File: src/rtl/core/scp_pkg.sv
// scp_pkg: shared types, character codes and parser states of the setpoint
// command parser. No dependencies.
package scp_pkg;

  // character codes
  localparam logic [7:0] CH_NONE  = 8'h00;
  localparam logic [7:0] CH_COLON = 8'h3A;
  localparam logic [7:0] CH_HASH  = 8'h23;
  localparam logic [7:0] CH_A     = 8'h41;
  localparam logic [7:0] CH_B     = 8'h42;
  localparam logic [7:0] CH_0     = 8'h30;
  localparam logic [7:0] CH_1     = 8'h31;
  localparam logic [7:0] CH_9     = 8'h39;
  localparam logic [3:0] DIGIT_HI = 4'h3;

  // setpoint reset values (tens)
  localparam logic [3:0] SP1_RST = 4'd5;
  localparam logic [3:0] SP2_RST = 4'd3;
  localparam logic [3:0] SP3_RST = 4'd1;

  // reply queue
  localparam int QDEPTH = 2;
  localparam int QPTRW  = $clog2(QDEPTH);
  localparam int QCNTW  = $clog2(QDEPTH + 1);

  // last character position of a reply frame
  localparam logic [2:0] REPLY_LAST = 3'd5;

  // parser states; code 0 is unused and behaves as hunting
  typedef enum logic [2:0] {
    ST_HUNT = 3'd1,
    ST_CMD  = 3'd2,
    ST_QA   = 3'd3,
    ST_QB   = 3'd4,
    ST_X    = 3'd5,
    ST_Y    = 3'd6,
    ST_Z    = 3'd7
  } parse_state_t;

  // one pending reply: three value digits and the check digit
  typedef struct packed {
    logic [3:0] d0;
    logic [3:0] d1;
    logic [3:0] d2;
    logic [3:0] chk;
  } reply_t;

  // queue status towards front, back and top
  typedef struct packed {
    logic             full;
    logic             empty;
    logic [QCNTW-1:0] count;
  } q_stat_t;

endpackage

File: src/rtl/core/scp_front.sv
// scp_front: frame parser. Takes characters, tracks the frame, holds the
// setpoints and pushes reply descriptors. Depends on scp_pkg.
module scp_front import scp_pkg::*; (
  input  logic       clk,
  input  logic       rst_n,
  input  logic       in_valid,
  output logic       in_ready,
  input  logic [7:0] rx_char,
  input  logic       valve_one,
  input  logic       valve_two,
  input  logic       valve_three,
  input  q_stat_t    q_stat,
  output logic       push,
  output reply_t     push_data
);

  parse_state_t state_r, state_nxt;
  logic [3:0] first_r, first_nxt;
  logic [3:0] second_r, second_nxt;
  logic       third_r, third_nxt;
  logic [3:0] sp1_r, sp1_nxt;
  logic [3:0] sp2_r, sp2_nxt;
  logic [3:0] sp3_r, sp3_nxt;

  logic       fire;
  logic       is_digit, is_nz_digit, is_bit;
  logic [4:0] sum_xy;
  logic [1:0] vsum;

  // a character is taken whenever a reply slot is free
  assign in_ready = !q_stat.full;
  assign fire     = in_valid && in_ready && (rx_char != CH_NONE);

  assign is_digit    = (rx_char >= CH_0) && (rx_char <= CH_9);
  assign is_nz_digit = (rx_char >= CH_1) && (rx_char <= CH_9);
  assign is_bit      = (rx_char == CH_0) || (rx_char == CH_1);
  assign sum_xy      = {1'b0, first_r} + {1'b0, second_r};
  assign vsum        = {1'b0, valve_one} + {1'b0, valve_two} + {1'b0, valve_three};

  // state registers
  always_ff @(posedge clk) begin
    if (!rst_n) begin
      state_r  <= ST_HUNT;
      first_r  <= '0;
      second_r <= '0;
      third_r  <= 1'b0;
      sp1_r    <= SP1_RST;
      sp2_r    <= SP2_RST;
      sp3_r    <= SP3_RST;
    end else begin
      state_r  <= state_nxt;
      first_r  <= first_nxt;
      second_r <= second_nxt;
      third_r  <= third_nxt;
      sp1_r    <= sp1_nxt;
      sp2_r    <= sp2_nxt;
      sp3_r    <= sp3_nxt;
    end
  end

  // frame parsing, setpoint updates and reply requests
  always_comb begin
    state_nxt  = state_r;
    first_nxt  = first_r;
    second_nxt = second_r;
    third_nxt  = third_r;
    sp1_nxt    = sp1_r;
    sp2_nxt    = sp2_r;
    sp3_nxt    = sp3_r;
    push       = 1'b0;
    push_data  = '0;
    if (fire) begin
      state_nxt = ST_HUNT;
      case (state_r)
        ST_CMD: begin
          if (rx_char == CH_A) begin
            state_nxt = ST_QA;
          end else if (rx_char == CH_B) begin
            state_nxt = ST_QB;
          end else if (is_nz_digit) begin
            first_nxt = rx_char[3:0];
            state_nxt = ST_X;
          end
        end
        ST_QA: begin
          if (rx_char == CH_HASH) begin
            push          = 1'b1;
            push_data.d0  = sp1_r;
            push_data.d1  = sp2_r;
            push_data.d2  = sp3_r;
            push_data.chk = {3'b000, sp1_r[0] ^ sp2_r[0] ^ sp3_r[0]};
          end
        end
        ST_QB: begin
          if (rx_char == CH_HASH) begin
            push          = 1'b1;
            push_data.d0  = {3'b000, valve_one};
            push_data.d1  = {3'b000, valve_two};
            push_data.d2  = {3'b000, valve_three};
            // (4 - s) mod 4
            push_data.chk = {2'b00, 2'd0 - vsum};
          end
        end
        ST_X: begin
          if (is_digit) begin
            second_nxt = rx_char[3:0];
            state_nxt  = ST_Y;
          end
        end
        ST_Y: begin
          if (rx_char == CH_HASH) begin
            if ((first_r >= 4'd1) && (first_r <= 4'd9) && (second_r <= 4'd4) &&
                ((sum_xy == 5'd5) || (sum_xy == 5'd10))) begin
              sp1_nxt = first_r;
            end
          end else if (is_bit) begin
            third_nxt = rx_char[0];
            state_nxt = ST_Z;
          end
        end
        ST_Z: begin
          if (rx_char == CH_HASH) begin
            if ((first_r >= 4'd1) && (first_r <= 4'd9) && (second_r >= 4'd1) &&
                (second_r <= 4'd9) && !(first_r[0] ^ second_r[0] ^ third_r)) begin
              sp2_nxt = first_r;
              sp3_nxt = second_r;
            end
          end
        end
        default: begin
          // hunting, also for the unused code
          if (rx_char == CH_COLON) state_nxt = ST_CMD;
        end
      endcase
    end
  end

endmodule

File: src/rtl/core/scp_queue.sv
// scp_queue: two-entry reply descriptor queue between parser and serialiser.
// Depends on scp_pkg.
module scp_queue import scp_pkg::*; (
  input  logic    clk,
  input  logic    rst_n,
  input  logic    push,
  input  reply_t  push_data,
  input  logic    pop,
  output reply_t  head,
  output q_stat_t stat
);

  reply_t           mem [QDEPTH];
  logic [QPTRW-1:0] wr_r, wr_nxt;
  logic [QPTRW-1:0] rd_r, rd_nxt;
  logic [QCNTW-1:0] cnt_r, cnt_nxt;
  logic             do_push, do_pop;

  assign stat.full  = (cnt_r == QCNTW'(QDEPTH));
  assign stat.empty = (cnt_r == '0);
  assign stat.count = cnt_r;
  assign do_push    = push && !stat.full;
  assign do_pop     = pop && !stat.empty;
  assign head       = mem[rd_r];

  // pointer and fill count update
  always_comb begin
    wr_nxt  = do_push ? wr_r + 1'b1 : wr_r;
    rd_nxt  = do_pop ? rd_r + 1'b1 : rd_r;
    cnt_nxt = cnt_r;
    if (do_push && !do_pop) cnt_nxt = cnt_r + 1'b1;
    else if (do_pop && !do_push) cnt_nxt = cnt_r - 1'b1;
  end

  always_ff @(posedge clk) begin
    if (!rst_n) begin
      wr_r  <= '0;
      rd_r  <= '0;
      cnt_r <= '0;
    end else begin
      wr_r  <= wr_nxt;
      rd_r  <= rd_nxt;
      cnt_r <= cnt_nxt;
    end
  end

  // storage, no reset
  always_ff @(posedge clk) begin
    if (do_push) mem[wr_r] <= push_data;
  end

endmodule

File: src/rtl/core/scp_back.sv
// scp_back: reply serialiser. Sends the six characters of the queue head
// one transfer at a time. Depends on scp_pkg.
module scp_back import scp_pkg::*; (
  input  logic       clk,
  input  logic       rst_n,
  input  reply_t     head,
  input  q_stat_t    q_stat,
  output logic       pop,
  output logic       out_valid,
  input  logic       out_ready,
  output logic [7:0] out_tx_char,
  output logic       out_tx_last
);

  logic [2:0] idx_r, idx_nxt;
  logic       fire;

  assign out_valid   = !q_stat.empty;
  assign fire        = out_valid && out_ready;
  assign out_tx_last = (idx_r == REPLY_LAST);
  assign pop         = fire && out_tx_last;

  // character position within the reply
  always_comb begin
    idx_nxt = idx_r;
    if (fire) idx_nxt = out_tx_last ? 3'd0 : idx_r + 3'd1;
  end

  always_ff @(posedge clk) begin
    if (!rst_n) begin
      idx_r <= '0;
    end else begin
      idx_r <= idx_nxt;
    end
  end

  // character select; digits go out as '0' plus the low nibble
  always_comb begin
    case (idx_r)
      3'd0:    out_tx_char = CH_COLON;
      3'd1:    out_tx_char = {DIGIT_HI, head.d0};
      3'd2:    out_tx_char = {DIGIT_HI, head.d1};
      3'd3:    out_tx_char = {DIGIT_HI, head.d2};
      3'd4:    out_tx_char = {DIGIT_HI, head.chk};
      default: out_tx_char = CH_HASH;
    endcase
  end

endmodule

File: src/rtl/core/setpoint_command_parser.sv
// setpoint_command_parser: top level, joins parser, reply queue and
// serialiser. Depends on scp_pkg, scp_front, scp_queue, scp_back.
//
// Usage:
//   The input channel (in_valid/in_ready) carries one received character
//   per transfer with the three valve states; a zero character is taken
//   and ignored. The result channel (out_valid/out_ready) carries reply
//   characters, out_tx_last marking the closing '#'.
//   One character is taken per cycle while the reply queue has room. A
//   query's six-character reply is written into the queue when its '#'
//   is taken and, once at the queue head, goes out at one character per
//   cycle while the receiver is ready. The two-entry reply queue holds
//   pending replies: while the receiver stalls, characters are still
//   taken until two replies are waiting, then in_ready drops until a
//   reply has fully gone.
//   Reset clears the parser to hunting for ':', restores setpoints 5, 3
//   and 1 tens and empties the queue.
module setpoint_command_parser import scp_pkg::*; (
  input  logic       clk,
  input  logic       rst_n,
  input  logic       in_valid,
  output logic       in_ready,
  input  logic [7:0] in_rx_char,
  input  logic       in_valve_one,
  input  logic       in_valve_two,
  input  logic       in_valve_three,
  output logic       out_valid,
  input  logic       out_ready,
  output logic [7:0] out_tx_char,
  output logic       out_tx_last
);

  q_stat_t q_stat;
  reply_t  push_data;
  reply_t  head;
  logic    push;
  logic    pop;

  scp_front u_front (
    .clk         (clk),
    .rst_n       (rst_n),
    .in_valid    (in_valid),
    .in_ready    (in_ready),
    .rx_char     (in_rx_char),
    .valve_one   (in_valve_one),
    .valve_two   (in_valve_two),
    .valve_three (in_valve_three),
    .q_stat      (q_stat),
    .push        (push),
    .push_data   (push_data)
  );

  scp_queue u_queue (
    .clk       (clk),
    .rst_n     (rst_n),
    .push      (push),
    .push_data (push_data),
    .pop       (pop),
    .head      (head),
    .stat      (q_stat)
  );

  scp_back u_back (
    .clk         (clk),
    .rst_n       (rst_n),
    .head        (head),
    .q_stat      (q_stat),
    .pop         (pop),
    .out_valid   (out_valid),
    .out_ready   (out_ready),
    .out_tx_char (out_tx_char),
    .out_tx_last (out_tx_last)
  );

  // queue never overfills
  a_q_bound: assert property (@(posedge clk) disable iff (!rst_n)
    q_stat.count <= QCNTW'(QDEPTH))
    else $error("reply queue count beyond depth");

  // a reply is never dropped: no push while full
  a_no_drop: assert property (@(posedge clk) disable iff (!rst_n)
    push |-> !q_stat.full)
    else $error("reply pushed into a full queue");

  // the closing character of a reply is always '#'
  a_last_hash: assert property (@(posedge clk) disable iff (!rst_n)
    (out_valid && out_tx_last) |-> (out_tx_char == CH_HASH))
    else $error("reply end not marked on '#'");

  // after the last transfer of a reply the next one opens with ':'
  a_open_colon: assert property (@(posedge clk) disable iff (!rst_n)
    (out_valid && out_ready && out_tx_last) |=> (!out_valid || out_tx_char == CH_COLON))
    else $error("reply does not open with ':'");

endmodule
File: config.mk
export PLATFORM = sky130hd
export DESIGN_NAME = setpoint_command_parser
export DESIGN_NICKNAME = d
export VERILOG_FILES = /design/src/rtl/core/scp_pkg.sv /design/src/rtl/core/scp_front.sv /design/src/rtl/core/scp_queue.sv /design/src/rtl/core/scp_back.sv /design/src/rtl/core/setpoint_command_parser.sv
export SDC_FILE = /design/constraint.sdc
export NUM_CORES = 1
export LEC_CHECK = 0
export BUFFER_PORTS_ARGS = -buffer_cell sky130_fd_sc_hd__buf_2
export CELL_PAD_IN_SITES_DETAIL_PLACEMENT = 0
export CELL_PAD_IN_SITES_GLOBAL_PLACEMENT = 1
export CORE_AREA = 2 2 106 108
export DETAILED_ROUTE_END_ITERATION = 12
export DIE_AREA = 0 0 108 110
export HOLD_SLACK_MARGIN = 0.12
export PLACE_DENSITY = 0.68
export SYNTH_ARGS = -nofsm -noshare
export SYNTH_HDL_FRONTEND = slang
export SYNTH_SLANG_ARGS = --single-unit
File: constraint.sdc
create_clock -name clk -period 3 [get_ports clk]
set_clock_uncertainty 0.2 [all_clocks]
set_input_delay 0 -clock clk [delete_from_list [all_inputs] [get_ports clk]]
set_output_delay 0 -clock clk [all_outputs]
set_load 0.1 [all_outputs]
Yosys cells after proc, flatten, opt, wreduce, memory -nomap -nowiden
Memories as Yosys holds them, arrays and structs flattened. A register that Yosys moved wholly into a read port is not among the register bits.
Cells that the tools add are included.
W data, S select, Z words.
{"block": "totals", "ramBits": 32, "word_cells": 113, "ff_bits": 31, "output_inout_bits": 11, "n_memories": 1}
{"block": "classes", "n_lt_le_gt_ge": 8, "muxes": 23, "n_bitwise": 7, "add_sub_neg": 9, "n_eq_ne": 20, "n_reduce_logical": 34}
{"memory": "u_queue.mem", "depth": 2, "word_bits": 16, "rd": 1, "rd_ports_with_merged_regs": 1, "wr": 1, "line": "scp_queue.sv:13", "text": "reply_t mem [QDEPTH];"}
{"operator": "$eq A8 B6 Y1 const B", "n": 4}
{"operator": "$mux W16", "n": 2}
{"operator": "$pmux W16 S2", "n": 1}
{"operator": "$pmux W5 S5", "n": 1}
{"operator": "$mux W3", "n": 7}
{"operator": "$eq A3 B3 Y1 const B", "n": 6}
{"operator": "$eq A8 B7 Y1 const B", "n": 2}
{"operator": "$ge A8 B6 Y1 const B", "n": 2}
{"operator": "$logic_and A1 B1 Y1", "n": 16}
{"operator": "$mux W13", "n": 1}
{"operator": "$eq A3 B2 Y1 const B", "n": 4}
{"operator": "$pmux W3 S4", "n": 1}
{"operator": "$reduce_and A4 Y1", "n": 3}
{"operator": "$ge A4 B1 Y1 const B", "n": 2}
{"operator": "$le A4 B4 Y1 const B", "n": 2}
{"operator": "$le A8 B6 Y1 const B", "n": 1}
{"operator": "$reduce_bool A8 Y1", "n": 1}
{"operator": "$mux W1", "n": 7}
{"operator": "$mux W2", "n": 3}
{"operator": "$add A4 B4 Y5", "n": 1}
{"operator": "$eq A5 B3 Y1 const B", "n": 1}
{"operator": "$eq A5 B4 Y1 const B", "n": 1}
{"operator": "$logic_not A1 Y1", "n": 5}
{"operator": "$reduce_and A5 Y1", "n": 1}
{"operator": "19 further kinds", "n": 26}

Depth between registers and ports, before layout
{"block": "depth", "ltp_word": 10, "ltp_mapped": 9, "ltp_nobuf": 7}

Modules after synthesis
Synthesis repeated with hierarchy kept, for this count alone.
{"block": "hier_totals", "cells_unflattened": 331, "hier_area_um2": 3478.3}
{"mod": "scp_front", "seq_area_each_um2": 480.5, "area_per_inst_um2": 1707.9, "cells_each": 202, "n_inst": 1}
{"mod": "scp_queue", "seq_area_each_um2": 1061.0, "area_per_inst_um2": 1387.6, "cells_each": 75, "n_inst": 1}
{"mod": "scp_back", "seq_area_each_um2": 60.1, "area_per_inst_um2": 382.9, "cells_each": 54, "n_inst": 1}

Worst setup path after synthesis
Ideal clock, no wire load.
{"block": "synth_path", "path_type": "register -> register", "startpoint": "register u_back.idx_r[1]", "endpoint": "register u_queue.cnt_r[1]", "t_arrival_ns": 4.074, "setup_slack_ns": -1.350, "setup_ns": 0.076, "n_path_buf": 1, "stages_incl_launch_ff": 7, "synth_period_minus_slack_ns": 4.350, "cell_sequence": "dfxtp_1 -> clkbuf_1 -> nor3b_1 -> nand2_1 -> ha_1 -> or3_1 -> a21boi_0"}
{"block": "synth_between", "elab_chain_cells": 6, "word_cells_on_any_way": 8, "classes_between": "1 x eq/ne; 1 x mux; 6 x reduce/logical"}
{"item": "from (decl)", "line": "scp_back.sv:15", "text": "logic [2:0] idx_r, idx_nxt;"}
{"item": "from (signal assigned)", "line": "scp_back.sv:33", "text": "idx_r <= idx_nxt;"}
{"item": "$eq A3 B3 Y1 *", "line": "scp_back.sv:20", "text": "assign out_tx_last = (idx_r == REPLY_LAST);"}
{"item": "via out_tx_last", "line": "setpoint_command_parser.sv:30", "text": "output logic out_tx_last"}
{"item": "$logic_and A1 B1 Y1 *", "line": "scp_back.sv:21", "text": "assign pop = fire && out_tx_last;"}
{"item": "$logic_and A1 B1 Y1 *", "line": "scp_queue.sv:23", "text": "assign do_pop = pop && !stat.empty;"}
{"item": "$logic_not A1 Y1", "line": "scp_queue.sv:31", "text": "if (do_push && !do_pop) cnt_nxt = cnt_r + 1'b1;"}
{"item": "$logic_and A1 B1 Y1", "line": "scp_queue.sv:31"}
{"item": "$mux W2 or $reduce_bool A2 Y1 (tied branches)"}
{"item": "to (signal assigned)", "line": "scp_queue.sv:43", "text": "cnt_r <= cnt_nxt;"}
{"item": "to (decl)", "line": "scp_queue.sv:16", "text": "logic [QCNTW-1:0] cnt_r, cnt_nxt;"}
The timed path passes the listed nets; every way through them passes the cells marked *.
A chain may end at the register's enable or synchronous reset.

Worst setup path after layout
{"block": "layout_path", "startpoint": "input in_rx_char[2]", "endpoint": "register u_queue.cnt_r[1]"}
{"block": "layout_between", "elab_chain_cells": 8, "word_cells_on_any_way": 12, "classes_between": "1 x eq/ne; 4 x mux; 7 x reduce/logical"}
{"item": "from (decl)", "line": "setpoint_command_parser.sv:23", "text": "input logic [7:0] in_rx_char,"}
{"item": "$eq A8 B6 Y1", "line": "scp_front.sv:86, scp_front.sv:95"}
{"item": "$mux W1", "line": "scp_front.sv:86, scp_front.sv:95"}
{"item": "$mux W1"}
{"item": "$mux W1 *", "line": "scp_front.sv:72", "text": "if (fire) begin"}
{"item": "$logic_and A1 B1 Y1 *", "line": "scp_queue.sv:22", "text": "assign do_push = push && !stat.full;"}
{"item": "via u_queue.do_push", "line": "scp_queue.sv:17", "text": "logic do_push, do_pop;"}
{"item": "$logic_not A1 Y1", "line": "scp_queue.sv:32", "text": "else if (do_pop && !do_push) cnt_nxt = cnt_r - 1'b1;"}
{"item": "$logic_and A1 B1 Y1", "line": "scp_queue.sv:32"}
{"item": "$reduce_bool A2 Y1 (no line)"}
Marks and branches as above.

==> results.toml <==
[outcome]
outcome = "complete, no violations"

[drt]
drc = 0
drt-initial-drc-count = 169
drtAntennaViolNets = 0
drt_wl_total_mm = 6.68
routed_via_density = 4.84
via_count = 2361
drt_first_pass_iters = 4
wl_per_cell_um = 13.7

[power]
power_switching_mw = 0.390
leakagePower_nw = 1.27
p_seq_frac = 0.539
power_mw = 1.57
p_clk_frac = 0.410
internal_power_mw = 1.18
ir_worst_vdd_uv = 234
swShare = 0.248
p_per_area_nw_per_um2 = 418
comb_power_share = 0.051

[layout]
ff_latch_area_um2 = 1480
fill_cells = 1073
antennaDiodeCount = 0
multi_input_area_um2 = 1590
syn_to_final_growth_pct = 19.4
final_cells = 488
layout-drive-gt1-share = 0.164
final_nets = 367
stdcell_area_um2 = 3760

[logic_synthesis]
yosys_warnings = 0
ys_ff_latch = 60
synth_area_um2 = 3150
ys_types = 53
synth-seq-area-share = 0.470
synth_edf_count = 28
synth_cells = 304
async_flop_share = 0
avgSynthCellArea_um2 = 10.4
ys.flop_type = "dfxtp_1"

[grt]
grt_overflow = 0
grt_pass1_wl_mm = 11.2
grt_pass1_vias = 2224
antenna_found_initial = 0
grt_usage = 0.122
grt_max_degree = 38

[sta]
slew_headroom = 0.534
hold_viol = 0
tns_ns = 0
setup_viol = 0
period_minus_slack_ns = 2.80
finalCritPeriodShare = 0.933
worstMarginPinSlew_ns = 0.690
maxSlewViolCount = 0
timing.fmax_ghz = 0.357
rsz0062_at_grt = "no"
whs_ns = 0.265

[floorplan]
rows = 38
die_area_um2 = 11900
boundaryPins = 26
initial_core_util = 0.295
fp.dieH_um = 110
die_w_um = 108
core-area_um2 = 10700

[cts]
cts_tree = "built"
clockRootBuffer = "clkbuf_8"
clock_path_buffers = 2
cts.htree.levels = 3
cts_setup_buffers = 0
cts_sinks = 60
numCtsBuffers = 9
clkTransAtPathRegs_ns = 0.07
clk_latency_ns = 0.34

[placement]
gp_congestion = 0.801
port_buffers = 22
place_inst = 454
placed_area_um2 = 3400
hpwlAfterDp_mm = 4.70

[setup_path]
cp_max_fo = 9
critPathKind = "primary input to flop"
worstPathArrival_ns = 2.87
cp-end-kind = "flop"
startpoint_type = "primary input"
required_ns = 3.07

[job]
max_cap_viol_count = 0

[worst_hold_path]
worstHoldPathType = "flop to flop"
==> through the flow <==
step | utilization | setup WS [ns]
floorplan | - | 0.186
global placement | 0.318 | 0.354
detailed placement | 0.318 | 0.301
CTS | 0.351 | 0.121
global route | 0.352 | 0.0973
finish | 0.352 | 0.200
==> flip-flops by register name, summed over array words and instances (netlist names), named ones only <==
name              flops
u_front.sp1_r         4
u_queue.mem          28
u_front.sp2_r         4
u_queue.wr_r          1
u_front.third_r       1
u_front.state_r       3
u_front.sp3_r         4
u_back.idx_r          3
u_front.first_r       4
u_queue.rd_r          1
u_queue.cnt_r         2
u_front.second_r      4
==> power by group through the flow <==
stage / clock network (mW) / logic [mW] / registers [mW]
after detailed placement: 0 / 0.0652 / 0.867
after global placement: 0 / 0.0644 / 0.867
after floorplan: 0 / 0.0480 / 0.866
after global routing: 0.708 / 0.0871 / 0.848
after CTS: 0.666 / 0.0806 / 0.848
final: 0.645 / 0.0800 / 0.848
==> placed cells by master (no fill, tap or decap), types with 4 or more instances in the layout <==
cell / instances
mux2i_1: 27
nor2_1: 16
a22oi_1: 5
ha_1: 8
or2_2: 4
edfxtp_1: 28
xnor2_1: 6
buf_4: 4
inv_1: 6
dfxtp_1: 32
dlygate4sd3_1: 18
nand3_1: 6
clkbuf_8: 9
buf_2: 22
a21oi_1: 7
nand2_1: 24
nor3_1: 6
o21ai_0: 8
clkinvlp_4: 4
and2_1: 18
nor2b_1: 25
==> kinds of logic after synthesis <==
logic type | after synthesis | synth area share
compound gates | 46 | 0.105
xor+xnor | 9 | 0.0250
fa+ha+maj | 9 | 0.0381
buf+inv | 23 | 0.0357
flops | 60 | 0.470
mux | 29 | 0.0929
other cells | 2 | 0.00238
simple gates | 126 | 0.230
==> timing repair <==
item                                    4_1_cts  5_1_grt
hold buffers                                 18        0
resized for setup                             0        1
endpoints found under the setup margin        0        1
hold endpoints to repair                     40        0
==> per-layer routing <==
metal	wire (um)	vias up	global-route usage	part of all wire
li1	-	1185	-	-
met1	3280	1112	0.156	0.49
met2	3060	52	0.196	0.46
met3	262	12	0.0423	0.039
met4	76	0	0.0330	0.011
met5	0	-	0	0
==> final cells by class <==
| cell class | instances | share of cell area |
|---|---|---|
| multi-input cells | 222 | 0.422 |
| flip-flops and latches | 60 | 0.394 |
| repair buffers | 44 | 0.0852 |
| well taps | 140 | 0.0466 |
| clock buffers | 9 | 0.0329 |
| clock inverters | 7 | 0.0136 |
| inverters | 6 | 0.00599 |
==> final timing paths <==
| path | start | end | slack [ns] | cells after the start |
|---|---|---|---|---|
| setup / recovery | in_rx_char[2] | u_queue.cnt_r[1] | 0.20 | 8 |
| hold reg to reg | u_front.sp2_r[1] | u_front.sp2_r[1] | 0.27 | 2 |
| setup reg to reg | u_front.second_r[0] | u_front.sp1_r[0] | 0.42 | 7 |
| hold / removal | u_front.sp2_r[1] | u_front.sp2_r[1] | 0.27 | 2 |
==> critical path: stages <==
cell	delay, ns
dlygate4sd3_1	0.53
buf_2	0.16
or4_4	0.57
or4b_4	0.58
a21oi_2	0.20
ha_1	0.29
or3_1	0.37
a21boi_0	0.17
==> cell usage after synthesis (all sizes together), types with 3 or more instances <==
| library cell | number | share of area |
|---|---|---|
| buf | 7 | 0.017 |
| nor2b | 26 | 0.052 |
| ha | 8 | 0.032 |
| and2 | 18 | 0.036 |
| xor2 | 3 | 0.0083 |
| or4 | 3 | 0.0083 |
| xnor2 | 6 | 0.017 |
| nand3 | 6 | 0.0095 |
| or3 | 3 | 0.0060 |
| edfxtp | 28 | 0.27 |
| nand4 | 3 | 0.0060 |
| nand2b | 3 | 0.0060 |
| inv | 6 | 0.0071 |
| mux2i | 27 | 0.086 |
| a21oi | 8 | 0.013 |
| or2 | 4 | 0.0079 |
| nor3b | 4 | 0.0095 |
| nor2 | 16 | 0.019 |
| a31oi | 3 | 0.0079 |
| and3 | 3 | 0.0060 |
| nor3 | 6 | 0.0095 |
| a22oi | 5 | 0.012 |
| nand2 | 24 | 0.029 |
| o21ai | 8 | 0.013 |
| clkbuf | 10 | 0.012 |
| dfxtp | 32 | 0.20 |
Note: power is estimated with default switching activity, not from simulation.
